$ cat config.mk
export PLATFORM = sky130hd
export DESIGN_NAME = integer_literal_parser_core_flat
export DESIGN_NICKNAME = d
export VERILOG_FILES = /design/src/rtl/core/ilp_pkg.sv /design/src/rtl/core/ilp_in_if.sv /design/src/rtl/core/ilp_out_if.sv /design/src/rtl/core/integer_literal_parser_core.sv /design/src/rtl/core/ilp_step.sv /design/src/rtl/core/ilp_final.sv /design/src/flat_wrapper.sv
export VERILOG_INCLUDE_DIRS = /design/src /design/src/rtl/core
export SDC_FILE = /design/constraint.sdc
export NUM_CORES = 1
export LEC_CHECK = 0
export BUFFER_PORTS_ARGS = -buffer_cell sky130_fd_sc_hd__clkbuf_2
export CAP_MARGIN = 20
export CORE_MARGIN = 4
export CORE_UTILIZATION = 60
export CTS_BUF_LIST = sky130_fd_sc_hd__clkbuf_8
export DETAILED_ROUTE_END_ITERATION = 8
export GPL_TIMING_DRIVEN = 0
export PLACE_DENSITY = 0.78
export SLEW_MARGIN = 20
export SYNTH_ARGS = -nofsm -noshare
export SYNTH_HDL_FRONTEND = slang
export SYNTH_SLANG_ARGS = --single-unit
$ cat constraint.sdc
create_clock -name clk -period 7.42 [get_ports clk]
set_clock_uncertainty 0.05 [all_clocks]
set_input_delay 1.484 -clock clk [delete_from_list [all_inputs] [get_ports clk]]
set_output_delay 1.484 -clock clk [all_outputs]
set_load 0.05 [all_outputs]
$ cat src/rtl/core/integer_literal_parser_core_assert.svh
// Assertion macros for the integer literal parser core.
// Used by the top level; expects clk and rst_n in scope.
`ifndef INTEGER_LITERAL_PARSER_CORE_ASSERT_SVH
`define INTEGER_LITERAL_PARSER_CORE_ASSERT_SVH

// Same-cycle implication, checked out of reset
`define ILP_ASSERT_NOW(label, ante, cons, msg) \
  label: assert property (@(posedge clk) disable iff (!rst_n) (ante) |-> (cons)) \
    else $error(msg);

// Next-cycle implication, checked out of reset
`define ILP_ASSERT_NEXT(label, ante, cons, msg) \
  label: assert property (@(posedge clk) disable iff (!rst_n) (ante) |=> (cons)) \
    else $error(msg);

`endif

$ cat src/rtl/core/ilp_pkg.sv
// Shared types and constants for the integer literal parser core.
// No dependencies; imported by the core, ilp_step and ilp_final.
package ilp_pkg;

  // Parser phase, one-hot
  typedef enum logic [4:0] {
    PH_START  = 5'b00001,
    PH_BODY   = 5'b00010,
    PH_ZERO   = 5'b00100,
    PH_DIGITS = 5'b01000,
    PH_SUFFIX = 5'b10000
  } ilp_phase_t;

  typedef enum logic [1:0] {
    RX_DEC = 2'd0,
    RX_HEX = 2'd1,
    RX_BIN = 2'd2
  } ilp_radix_t;

  typedef enum logic [2:0] {
    KIND_NONE  = 3'd0,
    KIND_I32   = 3'd1,
    KIND_U32   = 3'd2,
    KIND_ISIZE = 3'd3,
    KIND_USIZE = 3'd4
  } ilp_kind_t;

  typedef enum logic [1:0] {
    ST_OK         = 2'd0,
    ST_BAD_NUMBER = 2'd1,
    ST_BAD_SUFFIX = 2'd2,
    ST_RANGE      = 2'd3
  } ilp_status_t;

  localparam int unsigned SUF_DEPTH = 5;
  localparam logic [2:0] SUF_TOO_LONG = 3'(SUF_DEPTH + 1);

  // Characters of interest
  localparam logic [7:0] CH_PLUS  = "+";
  localparam logic [7:0] CH_MINUS = "-";
  localparam logic [7:0] CH_ZERO  = "0";
  localparam logic [7:0] CH_NINE  = "9";
  localparam logic [7:0] CH_UNDER = "_";
  localparam logic [7:0] CH_LX    = "x";
  localparam logic [7:0] CH_LB    = "b";
  localparam logic [7:0] CH_LA    = "a";
  localparam logic [7:0] CH_LF    = "f";
  localparam logic [7:0] CH_UA    = "A";
  localparam logic [7:0] CH_UZ    = "Z";

  // Accepted suffixes, first character in the top byte
  localparam logic [23:0] SFX_I32   = "i32";
  localparam logic [23:0] SFX_U32   = "u32";
  localparam logic [39:0] SFX_ISIZE = "isize";
  localparam logic [39:0] SFX_USIZE = "usize";

  // Parser state captured when the last beat of a literal is processed
  typedef struct packed {
    logic                           is_negative;
    logic [63:0]                    magnitude;
    logic                           too_large;
    logic                           digit_seen;
    logic [SUF_DEPTH-1:0][7:0]      suffix_chars;
    logic [2:0]                     suffix_length;
  } ilp_snap_t;

  // One result beat
  typedef struct packed {
    logic signed [63:0] value;
    logic               suffix_present;
    ilp_kind_t          suffix_kind;
    ilp_status_t        status;
  } ilp_res_t;

endpackage

$ cat src/rtl/core/ilp_in_if.sv
// Character channel of the integer literal parser core.
// Depends on nothing; valid/ready handshake with ch and last payload.
interface ilp_in_if;
  logic       valid;
  logic       ready;
  logic [7:0] ch;
  logic       last;

  modport source (output valid, output ch, output last, input ready);
  modport sink   (input valid, input ch, input last, output ready);
endinterface

$ cat src/rtl/core/ilp_out_if.sv
// Result channel of the integer literal parser core.
// Depends on nothing; valid/ready handshake with the parsed result payload.
interface ilp_out_if;
  logic               valid;
  logic               ready;
  logic signed [63:0] value;
  logic               suffix_present;
  logic [2:0]         suffix_kind;
  logic [1:0]         status;

  modport source (output valid, output value, output suffix_present, output suffix_kind,
                  output status, input ready);
  modport sink   (input valid, input value, input suffix_present, input suffix_kind,
                  input status, output ready);
endinterface

$ cat src/rtl/core/integer_literal_parser_core.sv
// Integer literal parser core.
// One ASCII character per beat arrives on in_bus (ch, last). The literal is an
// optional sign, an optional 0x/0b prefix, digits and underscores, and an
// optional suffix i32, u32, isize or usize. On the beat marked last, one
// result beat leaves on out_bus: signed 64-bit value, suffix_present,
// suffix_kind and status; beats without last produce nothing.
// Throughput: one character per cycle, back to back across literals, as long
// as a last character finds room in the snapshot register. The last
// character passes through the input register, then the snapshot register,
// then the output register, which drives out_bus.
// Reset (rst_n low, synchronous) empties all stages and puts the parser at the
// start of a literal. When out_bus.ready is low, the output register holds its
// beat; characters that are not last keep flowing, and a last character waits
// in the input register only once the snapshot and output registers are full,
// after which in_bus.ready drops.
// PTR_BITS (32 to 64) sets the range of the isize and usize suffixes.
module integer_literal_parser_core import ilp_pkg::*; #(
  parameter int PTR_BITS = 64
) (
  input  logic      clk,
  input  logic      rst_n,
  ilp_in_if.sink    in_bus,
  ilp_out_if.source out_bus
);

  `include "integer_literal_parser_core_assert.svh"

  logic       s1_valid_r;
  logic [7:0] s1_ch_r;
  logic       s1_last_r;
  logic       s1_adv;
  logic       snap_valid;
  logic       snap_take;
  logic       snap_free;
  ilp_snap_t  snap;
  logic       out_valid_r;
  ilp_res_t   res_r;

  // Stage advance: only a last beat needs room downstream
  assign snap_free    = !snap_valid || snap_take;
  assign s1_adv       = s1_valid_r && (!s1_last_r || snap_free);
  assign in_bus.ready = !s1_valid_r || s1_adv;

  // Input register
  always_ff @(posedge clk) begin
    if (!rst_n) begin
      s1_valid_r <= 1'b0;
    end else if (in_bus.ready) begin
      s1_valid_r <= in_bus.valid;
    end
  end

  always_ff @(posedge clk) begin
    if (in_bus.valid && in_bus.ready) begin
      s1_ch_r   <= in_bus.ch;
      s1_last_r <= in_bus.last;
    end
  end

  ilp_step u_step (
    .clk          (clk),
    .rst_n        (rst_n),
    .step_en      (s1_adv),
    .ch           (s1_ch_r),
    .last         (s1_last_r),
    .snap_take    (snap_take),
    .snap_valid_r (snap_valid),
    .snap_r       (snap)
  );

  ilp_final #(
    .PTR_BITS (PTR_BITS)
  ) u_final (
    .clk         (clk),
    .rst_n       (rst_n),
    .snap_valid  (snap_valid),
    .snap        (snap),
    .out_ready   (out_bus.ready),
    .snap_take   (snap_take),
    .out_valid_r (out_valid_r),
    .res_r       (res_r)
  );

  // Result channel
  assign out_bus.valid          = out_valid_r;
  assign out_bus.value          = res_r.value;
  assign out_bus.suffix_present = res_r.suffix_present;
  assign out_bus.suffix_kind    = res_r.suffix_kind;
  assign out_bus.status         = res_r.status;

  // Checks
  `ILP_ASSERT_NEXT(a_last_to_snap, s1_adv && s1_last_r, snap_valid,
                   "last beat did not reach the snapshot register")
  `ILP_ASSERT_NEXT(a_snap_to_out, snap_take, out_valid_r,
                   "snapshot taken but no result beat followed")
  `ILP_ASSERT_NOW(a_err_zero, out_valid_r && res_r.status != ST_OK, res_r.value == 64'sd0,
                  "nonzero value on an error result")
  `ILP_ASSERT_NOW(a_kind_needs_suffix, out_valid_r && !res_r.suffix_present,
                  res_r.suffix_kind == KIND_NONE, "suffix kind without a suffix")

endmodule

$ cat src/rtl/core/ilp_step.sv
// Per-character state update of the integer literal parser.
// Holds the parser state and the end-of-literal snapshot; uses ilp_pkg.
module ilp_step import ilp_pkg::*; (
  input  logic      clk,
  input  logic      rst_n,
  input  logic      step_en,
  input  logic [7:0] ch,
  input  logic      last,
  input  logic      snap_take,
  output logic      snap_valid_r,
  output ilp_snap_t snap_r
);

  ilp_phase_t                phase_r, phase_nxt;
  logic                      neg_r, neg_nxt;
  ilp_radix_t                radix_r, radix_nxt;
  logic [63:0]               mag_r, mag_nxt;
  logic                      big_r, big_nxt;
  logic                      seen_r, seen_nxt;
  logic [SUF_DEPTH-1:0][7:0] suf_r, suf_nxt;
  logic [2:0]                len_r, len_nxt;
  logic                      snap_valid_nxt;

  logic       run_digit;
  logic       push;
  logic [7:0] low_ch;
  logic [4:0] dval;
  logic [67:0] prod;
  logic       ovf;

  // Digit value of c in radix rx, 16 when not a digit
  function automatic logic [4:0] digit_of(input logic [7:0] c, input ilp_radix_t rx);
    logic [4:0] d;
    d = 5'd16;
    if (c >= CH_ZERO && c <= CH_NINE) begin
      d = 5'(c - CH_ZERO);
    end else if (c >= CH_LA && c <= CH_LF) begin
      d = 5'(c - CH_LA) + 5'd10;
    end
    case (rx)
      RX_HEX:  digit_of = d;
      RX_BIN:  digit_of = (d < 5'd2) ? d : 5'd16;
      default: digit_of = (d < 5'd10) ? d : 5'd16;
    endcase
  endfunction

  assign low_ch = (ch >= CH_UA && ch <= CH_UZ) ? ch + 8'd32 : ch;
  assign dval   = digit_of(low_ch, radix_r);

  // Shift-and-add accumulate; anything above bit 63 is an overflow
  always_comb begin
    case (radix_r)
      RX_HEX:  prod = {mag_r, 4'd0} + 68'(dval[3:0]);
      RX_BIN:  prod = {3'd0, mag_r, 1'b0} + 68'(dval[3:0]);
      default: prod = {1'b0, mag_r, 3'd0} + {3'd0, mag_r, 1'b0} + 68'(dval[3:0]);
    endcase
  end
  assign ovf = |prod[67:64];

  // Next state for one character
  always_comb begin
    phase_nxt = phase_r;
    neg_nxt   = neg_r;
    radix_nxt = radix_r;
    mag_nxt   = mag_r;
    big_nxt   = big_r;
    seen_nxt  = seen_r;
    suf_nxt   = suf_r;
    len_nxt   = len_r;
    run_digit = 1'b0;
    push      = 1'b0;

    unique case (phase_r)
      PH_START, PH_BODY: begin
        if (phase_r == PH_START && (ch == CH_MINUS || ch == CH_PLUS)) begin
          neg_nxt   = (ch == CH_MINUS);
          phase_nxt = PH_BODY;
        end else if (ch == CH_ZERO) begin
          seen_nxt  = 1'b1;
          phase_nxt = PH_ZERO;
        end else begin
          phase_nxt = PH_DIGITS;
          run_digit = 1'b1;
        end
      end
      PH_ZERO: begin
        phase_nxt = PH_DIGITS;
        if (low_ch == CH_LX) begin
          radix_nxt = RX_HEX;
        end else if (low_ch == CH_LB) begin
          radix_nxt = RX_BIN;
        end else begin
          run_digit = 1'b1;
        end
      end
      PH_DIGITS: run_digit = 1'b1;
      PH_SUFFIX: push = 1'b1;
      default:   phase_nxt = PH_START;
    endcase

    // Digit, separator, or first suffix character
    if (run_digit && ch != CH_UNDER) begin
      if (dval[4]) begin
        phase_nxt = PH_SUFFIX;
        push      = 1'b1;
      end else begin
        seen_nxt = 1'b1;
        if (!big_r) begin
          if (ovf) begin
            big_nxt = 1'b1;
          end else begin
            mag_nxt = prod[63:0];
          end
        end
      end
    end

    // Suffix store, length saturates as too long
    if (push) begin
      if (len_r < 3'(SUF_DEPTH)) begin
        for (int i = 0; i < SUF_DEPTH; i++) begin
          if (len_r == 3'(i)) begin
            suf_nxt[i] = ch;
          end
        end
        len_nxt = len_r + 3'd1;
      end else begin
        len_nxt = SUF_TOO_LONG;
      end
    end
  end

  assign snap_valid_nxt = (step_en && last) ? 1'b1 : (snap_take ? 1'b0 : snap_valid_r);

  // Control state; back to start after the last beat
  always_ff @(posedge clk) begin
    if (!rst_n) begin
      phase_r      <= PH_START;
      neg_r        <= 1'b0;
      radix_r      <= RX_DEC;
      mag_r        <= '0;
      big_r        <= 1'b0;
      seen_r       <= 1'b0;
      len_r        <= '0;
      snap_valid_r <= 1'b0;
    end else begin
      snap_valid_r <= snap_valid_nxt;
      if (step_en) begin
        if (last) begin
          phase_r <= PH_START;
          neg_r   <= 1'b0;
          radix_r <= RX_DEC;
          mag_r   <= '0;
          big_r   <= 1'b0;
          seen_r  <= 1'b0;
          len_r   <= '0;
        end else begin
          phase_r <= phase_nxt;
          neg_r   <= neg_nxt;
          radix_r <= radix_nxt;
          mag_r   <= mag_nxt;
          big_r   <= big_nxt;
          seen_r  <= seen_nxt;
          len_r   <= len_nxt;
        end
      end
    end
  end

  // Suffix characters and snapshot payload
  always_ff @(posedge clk) begin
    if (step_en) begin
      suf_r <= suf_nxt;
    end
    if (step_en && last) begin
      snap_r.is_negative   <= neg_nxt;
      snap_r.magnitude     <= mag_nxt;
      snap_r.too_large     <= big_nxt;
      snap_r.digit_seen    <= seen_nxt;
      snap_r.suffix_chars  <= suf_nxt;
      snap_r.suffix_length <= len_nxt;
    end
  end

endmodule

$ cat src/rtl/core/ilp_final.sv
// Result classification of the integer literal parser: suffix match,
// range checks, sign, and the output register. Uses ilp_pkg.
module ilp_final import ilp_pkg::*; #(
  parameter int PTR_BITS = 64
) (
  input  logic      clk,
  input  logic      rst_n,
  input  logic      snap_valid,
  input  ilp_snap_t snap,
  input  logic      out_ready,
  output logic      snap_take,
  output logic      out_valid_r,
  output ilp_res_t  res_r
);

  localparam logic [63:0] SMAX = (64'd1 << (PTR_BITS - 1)) - 64'd1;
  localparam logic [63:0] UMAX = (PTR_BITS >= 64) ? {64{1'b1}}
                                                  : ((64'd1 << PTR_BITS) - 64'd1);

  logic        out_free;
  ilp_kind_t   kind;
  logic        neg;
  logic [63:0] mag;
  logic        bad_num;
  logic        in_range;
  ilp_res_t    res_nxt;

  assign neg = snap.is_negative;
  assign mag = snap.magnitude;

  // Suffix lookup, exact length and case
  always_comb begin
    kind = KIND_NONE;
    if (snap.suffix_length == 3'd3) begin
      if ({snap.suffix_chars[0], snap.suffix_chars[1], snap.suffix_chars[2]} == SFX_I32) begin
        kind = KIND_I32;
      end else if ({snap.suffix_chars[0], snap.suffix_chars[1],
                    snap.suffix_chars[2]} == SFX_U32) begin
        kind = KIND_U32;
      end
    end else if (snap.suffix_length == 3'd5) begin
      if ({snap.suffix_chars[0], snap.suffix_chars[1], snap.suffix_chars[2],
           snap.suffix_chars[3], snap.suffix_chars[4]} == SFX_ISIZE) begin
        kind = KIND_ISIZE;
      end else if ({snap.suffix_chars[0], snap.suffix_chars[1], snap.suffix_chars[2],
                    snap.suffix_chars[3], snap.suffix_chars[4]} == SFX_USIZE) begin
        kind = KIND_USIZE;
      end
    end
  end

  // No digit, accumulate overflow, or beyond signed 64-bit
  assign bad_num = !snap.digit_seen || snap.too_large ||
                   (mag[63] && (!neg || (|mag[62:0])));

  always_comb begin
    case (kind)
      KIND_I32:   in_range = neg ? (mag <= 64'h8000_0000) : (mag <= 64'h7FFF_FFFF);
      KIND_U32:   in_range = neg ? (mag == 64'd0) : (mag[63:32] == 32'd0);
      KIND_ISIZE: in_range = neg ? (mag <= SMAX + 64'd1) : (mag <= SMAX);
      KIND_USIZE: in_range = neg ? (mag == 64'd0) : (mag <= UMAX);
      default:    in_range = 1'b1;
    endcase
  end

  always_comb begin
    res_nxt.suffix_present = (snap.suffix_length != 3'd0);
    res_nxt.suffix_kind    = kind;
    res_nxt.value          = '0;
    if (bad_num) begin
      res_nxt.status = ST_BAD_NUMBER;
    end else if (snap.suffix_length != 3'd0 && kind == KIND_NONE) begin
      res_nxt.status = ST_BAD_SUFFIX;
    end else if (!in_range) begin
      res_nxt.status = ST_RANGE;
    end else begin
      res_nxt.status = ST_OK;
      res_nxt.value  = neg ? $signed(64'd0 - mag) : $signed(mag);
    end
  end

  // Output register
  assign out_free  = !out_valid_r || out_ready;
  assign snap_take = snap_valid && out_free;

  always_ff @(posedge clk) begin
    if (!rst_n) begin
      out_valid_r <= 1'b0;
    end else if (out_free) begin
      out_valid_r <= snap_valid;
    end
  end

  always_ff @(posedge clk) begin
    if (snap_take) begin
      res_r <= res_nxt;
    end
  end

endmodule
$ cat src/flat_wrapper.sv
// flat-port wrapper written by rule: the top's interface ports become plain ports
module integer_literal_parser_core_flat import ilp_pkg::*;
#(
  parameter int PTR_BITS = 64
)
  (clk, rst_n, in_bus_valid, in_bus_ch, in_bus_last, in_bus_ready, out_bus_valid, out_bus_value, out_bus_suffix_present, out_bus_suffix_kind, out_bus_status, out_bus_ready);
  ilp_in_if in_bus_i ();
  ilp_out_if out_bus_i ();
  input  logic clk;
  input  logic rst_n;
  input wire logic [$bits(in_bus_i.valid)-1:0] in_bus_valid;
  input wire logic [$bits(in_bus_i.ch)-1:0] in_bus_ch;
  input wire logic [$bits(in_bus_i.last)-1:0] in_bus_last;
  output wire logic [$bits(in_bus_i.ready)-1:0] in_bus_ready;
  output wire logic [$bits(out_bus_i.valid)-1:0] out_bus_valid;
  output wire logic [$bits(out_bus_i.value)-1:0] out_bus_value;
  output wire logic [$bits(out_bus_i.suffix_present)-1:0] out_bus_suffix_present;
  output wire logic [$bits(out_bus_i.suffix_kind)-1:0] out_bus_suffix_kind;
  output wire logic [$bits(out_bus_i.status)-1:0] out_bus_status;
  input wire logic [$bits(out_bus_i.ready)-1:0] out_bus_ready;
  assign in_bus_i.valid = in_bus_valid;
  assign in_bus_i.ch = in_bus_ch;
  assign in_bus_i.last = in_bus_last;
  assign in_bus_ready = in_bus_i.ready;
  assign out_bus_valid = out_bus_i.valid;
  assign out_bus_value = out_bus_i.value;
  assign out_bus_suffix_present = out_bus_i.suffix_present;
  assign out_bus_suffix_kind = out_bus_i.suffix_kind;
  assign out_bus_status = out_bus_i.status;
  assign out_bus_i.ready = out_bus_ready;
  integer_literal_parser_core #(.PTR_BITS(PTR_BITS)) u_core (.clk(clk), .rst_n(rst_n), .in_bus(in_bus_i), .out_bus(out_bus_i));
endmodule
---- Word-level counts from Yosys, hierarchy flattened ----
Index checks and enable logic that the tools add are counted.
word-level totals
  bits in latches ......................... 0
  flip-flop bits (word level) ............. 309
  word-level logic and storage cells ...... 192
  bits in read-only memories .............. 0
  input port bits ......................... 13
  output and inout port bits .............. 72
  memories ................................ 0
  memory bits (writable) .................. 0
cells by class
  div/mod/pow operators ................... 0
  $add $sub $neg .......................... 10
  bitwise operators ....................... 1
  reduce and logical (&&, ||, !) cells .... 39
  shifts and indexed selects .............. 0
  order comparisons ....................... 14
  eq/ne operators ......................... 27
  multiply operators ...................... 0
  muxes and demuxes ....................... 70
operators by type and width
  operator                 count
  $mux W64                 6
  $add A68 B4 Y68          2
  $pmux W68 S2             1
  $le A64 B64 Y1 const B   2
  $eq A40 B39 Y1 const B   2
  $mux W40                 2
  $add A67 B65 Y68         1
  $add A65 B4 Y66          1
  $le A64 B31 Y1 const B   1
  $le A64 B32 Y1 const B   1
  $le A64 B63 Y1 const B   1
  $logic_not A64 Y1        1
  $sub A1 B64 Y64 const A  1
  $reduce_or A63 Y1        1
  $eq A24 B23 Y1 const B   2
  $mux W8                  6
  $mux W5                  7
  $logic_not A32 Y1        1
  $mux W1                  27
  $eq A8 B6 Y1 const B     3
  $mux W3                  7
  $eq A8 B7 Y1 const B     2
  $ge A8 B7 Y1 const B     2
  $le A8 B7 Y1 const B     2
  38 further kinds         79

---- Longest topological paths before layout ----
  depth in word-level cells ............... 18
  depth in mapped cells ................... 28
  gate-level depth less buffers ........... 24

---- Modules after synthesis ----
From an unflattened synthesis, not the netlist that was laid out.
second synthesis, totals
  cell total of the unflattened synthesis .. 2106
  area total of the unflattened synthesis .. 21221.6 um2
modules (own cells, without submodules)
  module                       cells each  instances  sequential area each (um2)  area an instance (um2)
  ilp_step                     1683        1          6065.8                      16537.1
  ilp_final                    407         1          2122.0                      4341.7
  integer_literal_parser_core  16          1          290.3                       342.8

---- Worst setup path before layout ----
No wires, ideal clock.
  path kind ............................... reg2reg
  start point ............................. register u_core.s1_ch_r[1]
  end point ............................... register u_core.u_step.snap_r[105] in the netlist's numbering, data pin
  required time ........................... 7108 ps
  clock period less this slack ............ 6022 ps
  cell stages (with the launch flop) ...... 27
  library setup time ...................... 262 ps
  setup slack ............................. 1398 ps
  buffers on the path ..................... 3
  arrival time ............................ 5710 ps
  cell sequence ........................... edfxtp_1 clkbuf_1 inv_1 ha_1 nor2_1 nand3_1 a41oi_2 nor3_1 or4_1 o21ai_0 nor2_1 fa_1 inv_1 fa_1 nor2b_1 o211ai_2 a211oi_1 nor4b_2 a211oi_1 or3_1 buf_2 mux2i_1 o2bb2ai_2 o31ai_4 nand2_4 buf_6 mux2_1
between the ends
  cells in the longest elaborated chain, start to end .. 17
  elaborated cells between the ends (all ways) .. 44
  classes of those cells .................. add/sub: 7; order compare: 8; eq/ne: 6; mux: 16; reduce/logical: 7
ends and longest elaborated chain
  element                                                      line                               source
  start, declared                                              integer_literal_parser_core.sv:29  logic [7:0] s1_ch_r;
  start signal, assigned                                       integer_literal_parser_core.sv:55  s1_ch_r <= in_bus.ch;
  $ge A8 B7 Y1 / $le A8 B7 Y1 (equally long branches)          ilp_step.sv:47                     assign low_ch = (ch >= CH_UA && ch <= CH_UZ) ? ch + 8'd32 : ch;
  $logic_and A1 B1 Y1                                          ilp_step.sv:47
  $mux W8                                                      ilp_step.sv:47
  $sub A5 B1 Y5 (tied with other cells)                        ilp_step.sv:38                     d = 5'(c - CH_LA) + 5'd10;
  $add A5 B4 Y5 / $logic_and A1 B1 Y1 (equally long branches)  ilp_step.sv:38, ilp_step.sv:37
  $mux W5                                                      ilp_step.sv:37                     end else if (c >= CH_LA && c <= CH_LF) begin
  $mux W5                                                      ilp_step.sv:35                     if (c >= CH_ZERO && c <= CH_NINE) begin
  $lt A5 B4 Y1 / $lt A5 B2 Y1 (equally long branches)          ilp_step.sv:43, ilp_step.sv:42
  [... 2 more ...]                                             n/a
  $add A68 B4 Y68 (tied with other cells)                      ilp_step.sv:55                     default: prod = {1'b0, mag_r, 3'd0} + {3'd0, mag_r, 1'b0} + 68'(dval[3:0]);
  $pmux W68 S2                                                 ilp_step.sv:52                     case (radix_r)
  $reduce_or A4 Y1                                             ilp_step.sv:58                     assign ovf = |prod[67:64];
  $mux W64                                                     ilp_step.sv:109                    if (ovf) begin
  $mux W64                                                     ilp_step.sv:108                    if (!big_r) begin
  $mux W64                                                     ilp_step.sv:103                    if (dval[4]) begin
  $mux W64 *                                                   ilp_step.sv:102                    if (run_digit && ch != CH_UNDER) begin
  named net u_core.u_step.mag_nxt[60]                          ilp_step.sv:17                     logic [63:0] mag_r, mag_nxt;
  end, declared                                                ilp_step.sv:11                     output ilp_snap_t snap_r
Mark *: on every way through the listed nets, which the timed path passes. The rest lies on a longest branch.
A chain may end at the register's enable or synchronous reset.

---- Worst setup path in the final report ----
Ends and elaborated chain as after synthesis.

==> flow_metrics.py <==
metrics = {
    "synthesis": {
        "syn_nets": 2215,
        "ys_ff_latch": 309,
        "yosysSeqAreaShare_pct": 40.52,
        "ys_warn_count": 0,
        "synthTopCellsByArea": "edfxtp_1 33%, ha_1 8.5%, dfxtp_1 7.7%",
        "synth_cells": 2057,
        "yosys_most_used_dff": "edfxtp_1",
        "synth_cell_type_count": 99,
        "synth_edf_count": 229,
        "synth_top_area_share_pct": 32.86,
        "synthArstFlopShare_pct": 0,
        "yosysMostFrequentCell": "edfxtp_1",
        "netlist_area_um2": 20920,
        "syn_avg_cell_area_um2": 10.17,
        "synth_area_leader_cell": "edfxtp_1",
        "synth_common_cells": "229 x edfxtp_1, 156 x nor2_1, 153 x a21oi_1, 145 x nand2_1, 142 x ha_1",
    },
    "sta": {
        "period_needed_ns": 7.263,
        "min_period_over_period_pct": 97.88,
        "worst_pin_slew_ns": 0.8378,
        "relSlewSlack_pct": 43.67,
        "fmax_ghz": 0.1377,
        "fin_hold_ws_ns": 0.4593,
        "slew_violations": 0,
        "hold_viol": 0,
        "setup_viol_count_final": 0,
    },
    "cells_and_area": {
        "multi_input_area_um2": 11670,
        "area_delta_synth_final_pct": 10.25,
        "diodes": 0,
        "fillers": 2658,
        "final_cells": 2690,
        "fin_util_pct": 66.95,
        "seq_area_um2": 8478,
        "drive_above_1_share_pct": 15.75,
        "nets": 2356,
    },
    "cts": {
        "tritoncts": "yes",
        "cts-root-buf": "clkbuf_8",
        "hold_buffers": 0,
        "clk_pin_slew_ns": 0.06,
        "cts-buffers-inserted": 46,
        "ctsHtreeMaxLevel": 2,
        "cts.path.max_buffers": 3,
        "cts_sinks": 309,
        "clk_latency_ns": 0.60,
    },
    "route": {
        "wl_per_cell_um": 20.99,
        "antenna_left": 0,
        "drc": 0,
        "wirelength_mm": 56.47,
        "drtIter0Drc": 1714,
        "vias": 17200,
        "vias_per_cell": 6.393,
        "dr.pass1.iters": 6,
    },
    "min_path": {
        "hold_path_class": "reg -> reg",
    },
    "setup_path": {
        "arrival_ns": 7.54,
        "start_kind": "flop",
        "crit_fanout": 10,
        "endpoint_kind": "flop",
        "worstSetupPathType": "reg -> reg",
        "worst_ep_required_time_ns": 7.69,
    },
    "floorplan": {
        "rows": 68,
        "die_x_um": 194.7,
        "dieArea_um2": 37930,
        "initial_core_util_pct": 60.72,
        "ios": 85,
        "die_y_um": 194.7,
        "core_area_um2": 34460,
    },
    "power": {
        "powerDensity_nw_per_um2": 156.4,
        "peakVddDrop_uv": 151.0,
        "p_leak_uw": 0.009147,
        "finalPower_uw": 3607,
    },
    "run_status": {
        "status": "complete, no violations",
    },
    "global_routing": {
        "grt_overflow": 0,
        "first_global_vias": 16250,
        "grt.total_usage_pct": 28.59,
        "grt_pass1_wl_mm": 88.84,
        "grt_max_degree": 68,
        "antenna_found_initial": 0,
    },
    "placement": {
        "hpwl_mm": 43.12,
        "portBuffers": 84,
        "post-place-cells": 2600,
        "place.gp.congestion": 0.9729,
    },
    "run": {
        "cap_violations": 0,
    },
}
cells in the final DEF, fill, tap and decap left out, types with 12 or more instances in the layout:
master / n
edfxtp_1: 229
a21o_1: 13
mux2_4: 55
or3_1: 18
dfxtp_1: 80
buf_2: 25
clkbuf_8: 47
and3_1: 22
mux2_2: 45
o31ai_1: 21
ha_1: 142
nor2_1: 156
clkbuf_2: 85
nor4_1: 12
nand3_1: 50
buf_6: 15
nor3_1: 38
o21bai_1: 16
xor2_1: 104
xnor2_1: 81
nand2_1: 145
a22o_1: 60
a21oi_1: 152
clkbuf_1: 79
a221oi_1: 54
nor2b_1: 23
inv_1: 61
nand4_1: 41
nand2b_1: 14
o21ai_0: 95
layout make-up:
class,instances,share of cell area (%)
flip-flops and latches,309,36.75
clock inverters,38,1.367
multi-input cells,1567,50.58
repair buffers,93,2.365
inverters,55,0.9166
clock buffers,47,2.804
plain buffers,126,2.744
well taps,455,2.468
power breakdown:
group	internal [uW]	switching (uW)	leakage (uW)
Clock	777	682	0.000530
Sequential	1900	25.5	0.00281
Combinational	77.1	148	0.00581
Total	2750	856	0.00915
kinds of logic (layout without fill, tap and decap cells):
logic type | count (synthesis) | count (layout) | synth area share, %
AND/OR/NAND/NOR | 597 | 597 | 14.62
AO/OA/AOI/OAI | 530 | 530 | 17.48
flip-flops | 309 | 309 | 40.52
XOR/XNOR | 185 | 185 | 7.744
buffers and inverters | 181 | 359 | 4.006
adder cells (fa/ha/maj) | 145 | 145 | 8.778
multiplexers | 110 | 110 | 6.853
stage by stage:
step	setup TNS (ns)	area [um^2]	setup slack [ns]
floorplan	0	20920	1.398
global placement	-0.01388	21910	-0.01388
detailed placement	-7.463	22010	-0.1341
CTS	0	22980	0.04651
global route	-0.8703	23070	-0.05922
finish	0	23070	0.1570
layer usage:
metal | track usage [%] | share of wire (%) | wire, um | up-vias
met5 | 0 | 0 | 0 | -
met4 | 9.284 | 3.3 | 1848 | 0
met3 | 4.073 | 8.4 | 4769 | 131
met2 | 45.37 | 45 | 25550 | 875
met1 | 40.76 | 43 | 24300 | 8163
li1 | - | - | - | 8027
worst max-delay path: stages (launching register included):
cell      delay (ns)
edfxtp_1        0.39
clkbuf_2        0.28
inv_1           0.13
ha_1            0.24
nor2_1          0.16
nand3_1         0.18
a41oi_4         0.35
nor3_1          0.13
or4_1           0.58
o21ai_0         0.21
nor2_1          0.15
fa_1            0.47
ha_1            0.34
a211oi_1        0.42
o211ai_1        0.25
a21boi_2        0.33
o311ai_2        0.23
a21oi_2         0.32
o21ba_2         0.28
o31a_1          0.20
o21ai_1         0.12
o31ai_4         0.39
nand2_4         0.21
buf_6           0.22
mux2_1          0.35
what timing repair did:
| item | 4_1_cts | 5_1_grt |
|---|---|---|
| setup endpoints to repair | 113 | 127 |
| setup buffers | 0 | 5 |
| gates resized for setup | 2 | 8 |
| pin swaps | 0 | 2 |
registers in the layout, indices dropped and copies added (netlist names), 2 cells and up:
signal and flops:
u_core.u_step.len_r 3, u_core.u_final.res_r 70, u_core.u_step.radix_r 2, u_core.s1_ch_r 8, u_core.u_step.suf_r 40, u_core.u_step.mag_r 64
u_core.u_step.snap_r 110, u_core.u_step.phase_r 5
final timing paths:
kind	start	to	slack (ns)	cells after the start
hold / removal	u_core.u_step.len_r[2]	u_core.u_step.len_r[2]	0.46	2
setup / recovery	u_core.s1_ch_r[1]	u_core.u_step.snap_r[105]	0.16	24
hold reg to reg	u_core.u_step.len_r[2]	u_core.u_step.len_r[2]	0.46	2
setup reg to reg	u_core.s1_ch_r[1]	u_core.u_step.snap_r[105]	0.16	24
No activity file was read; power rests on OpenSTA's default activity.
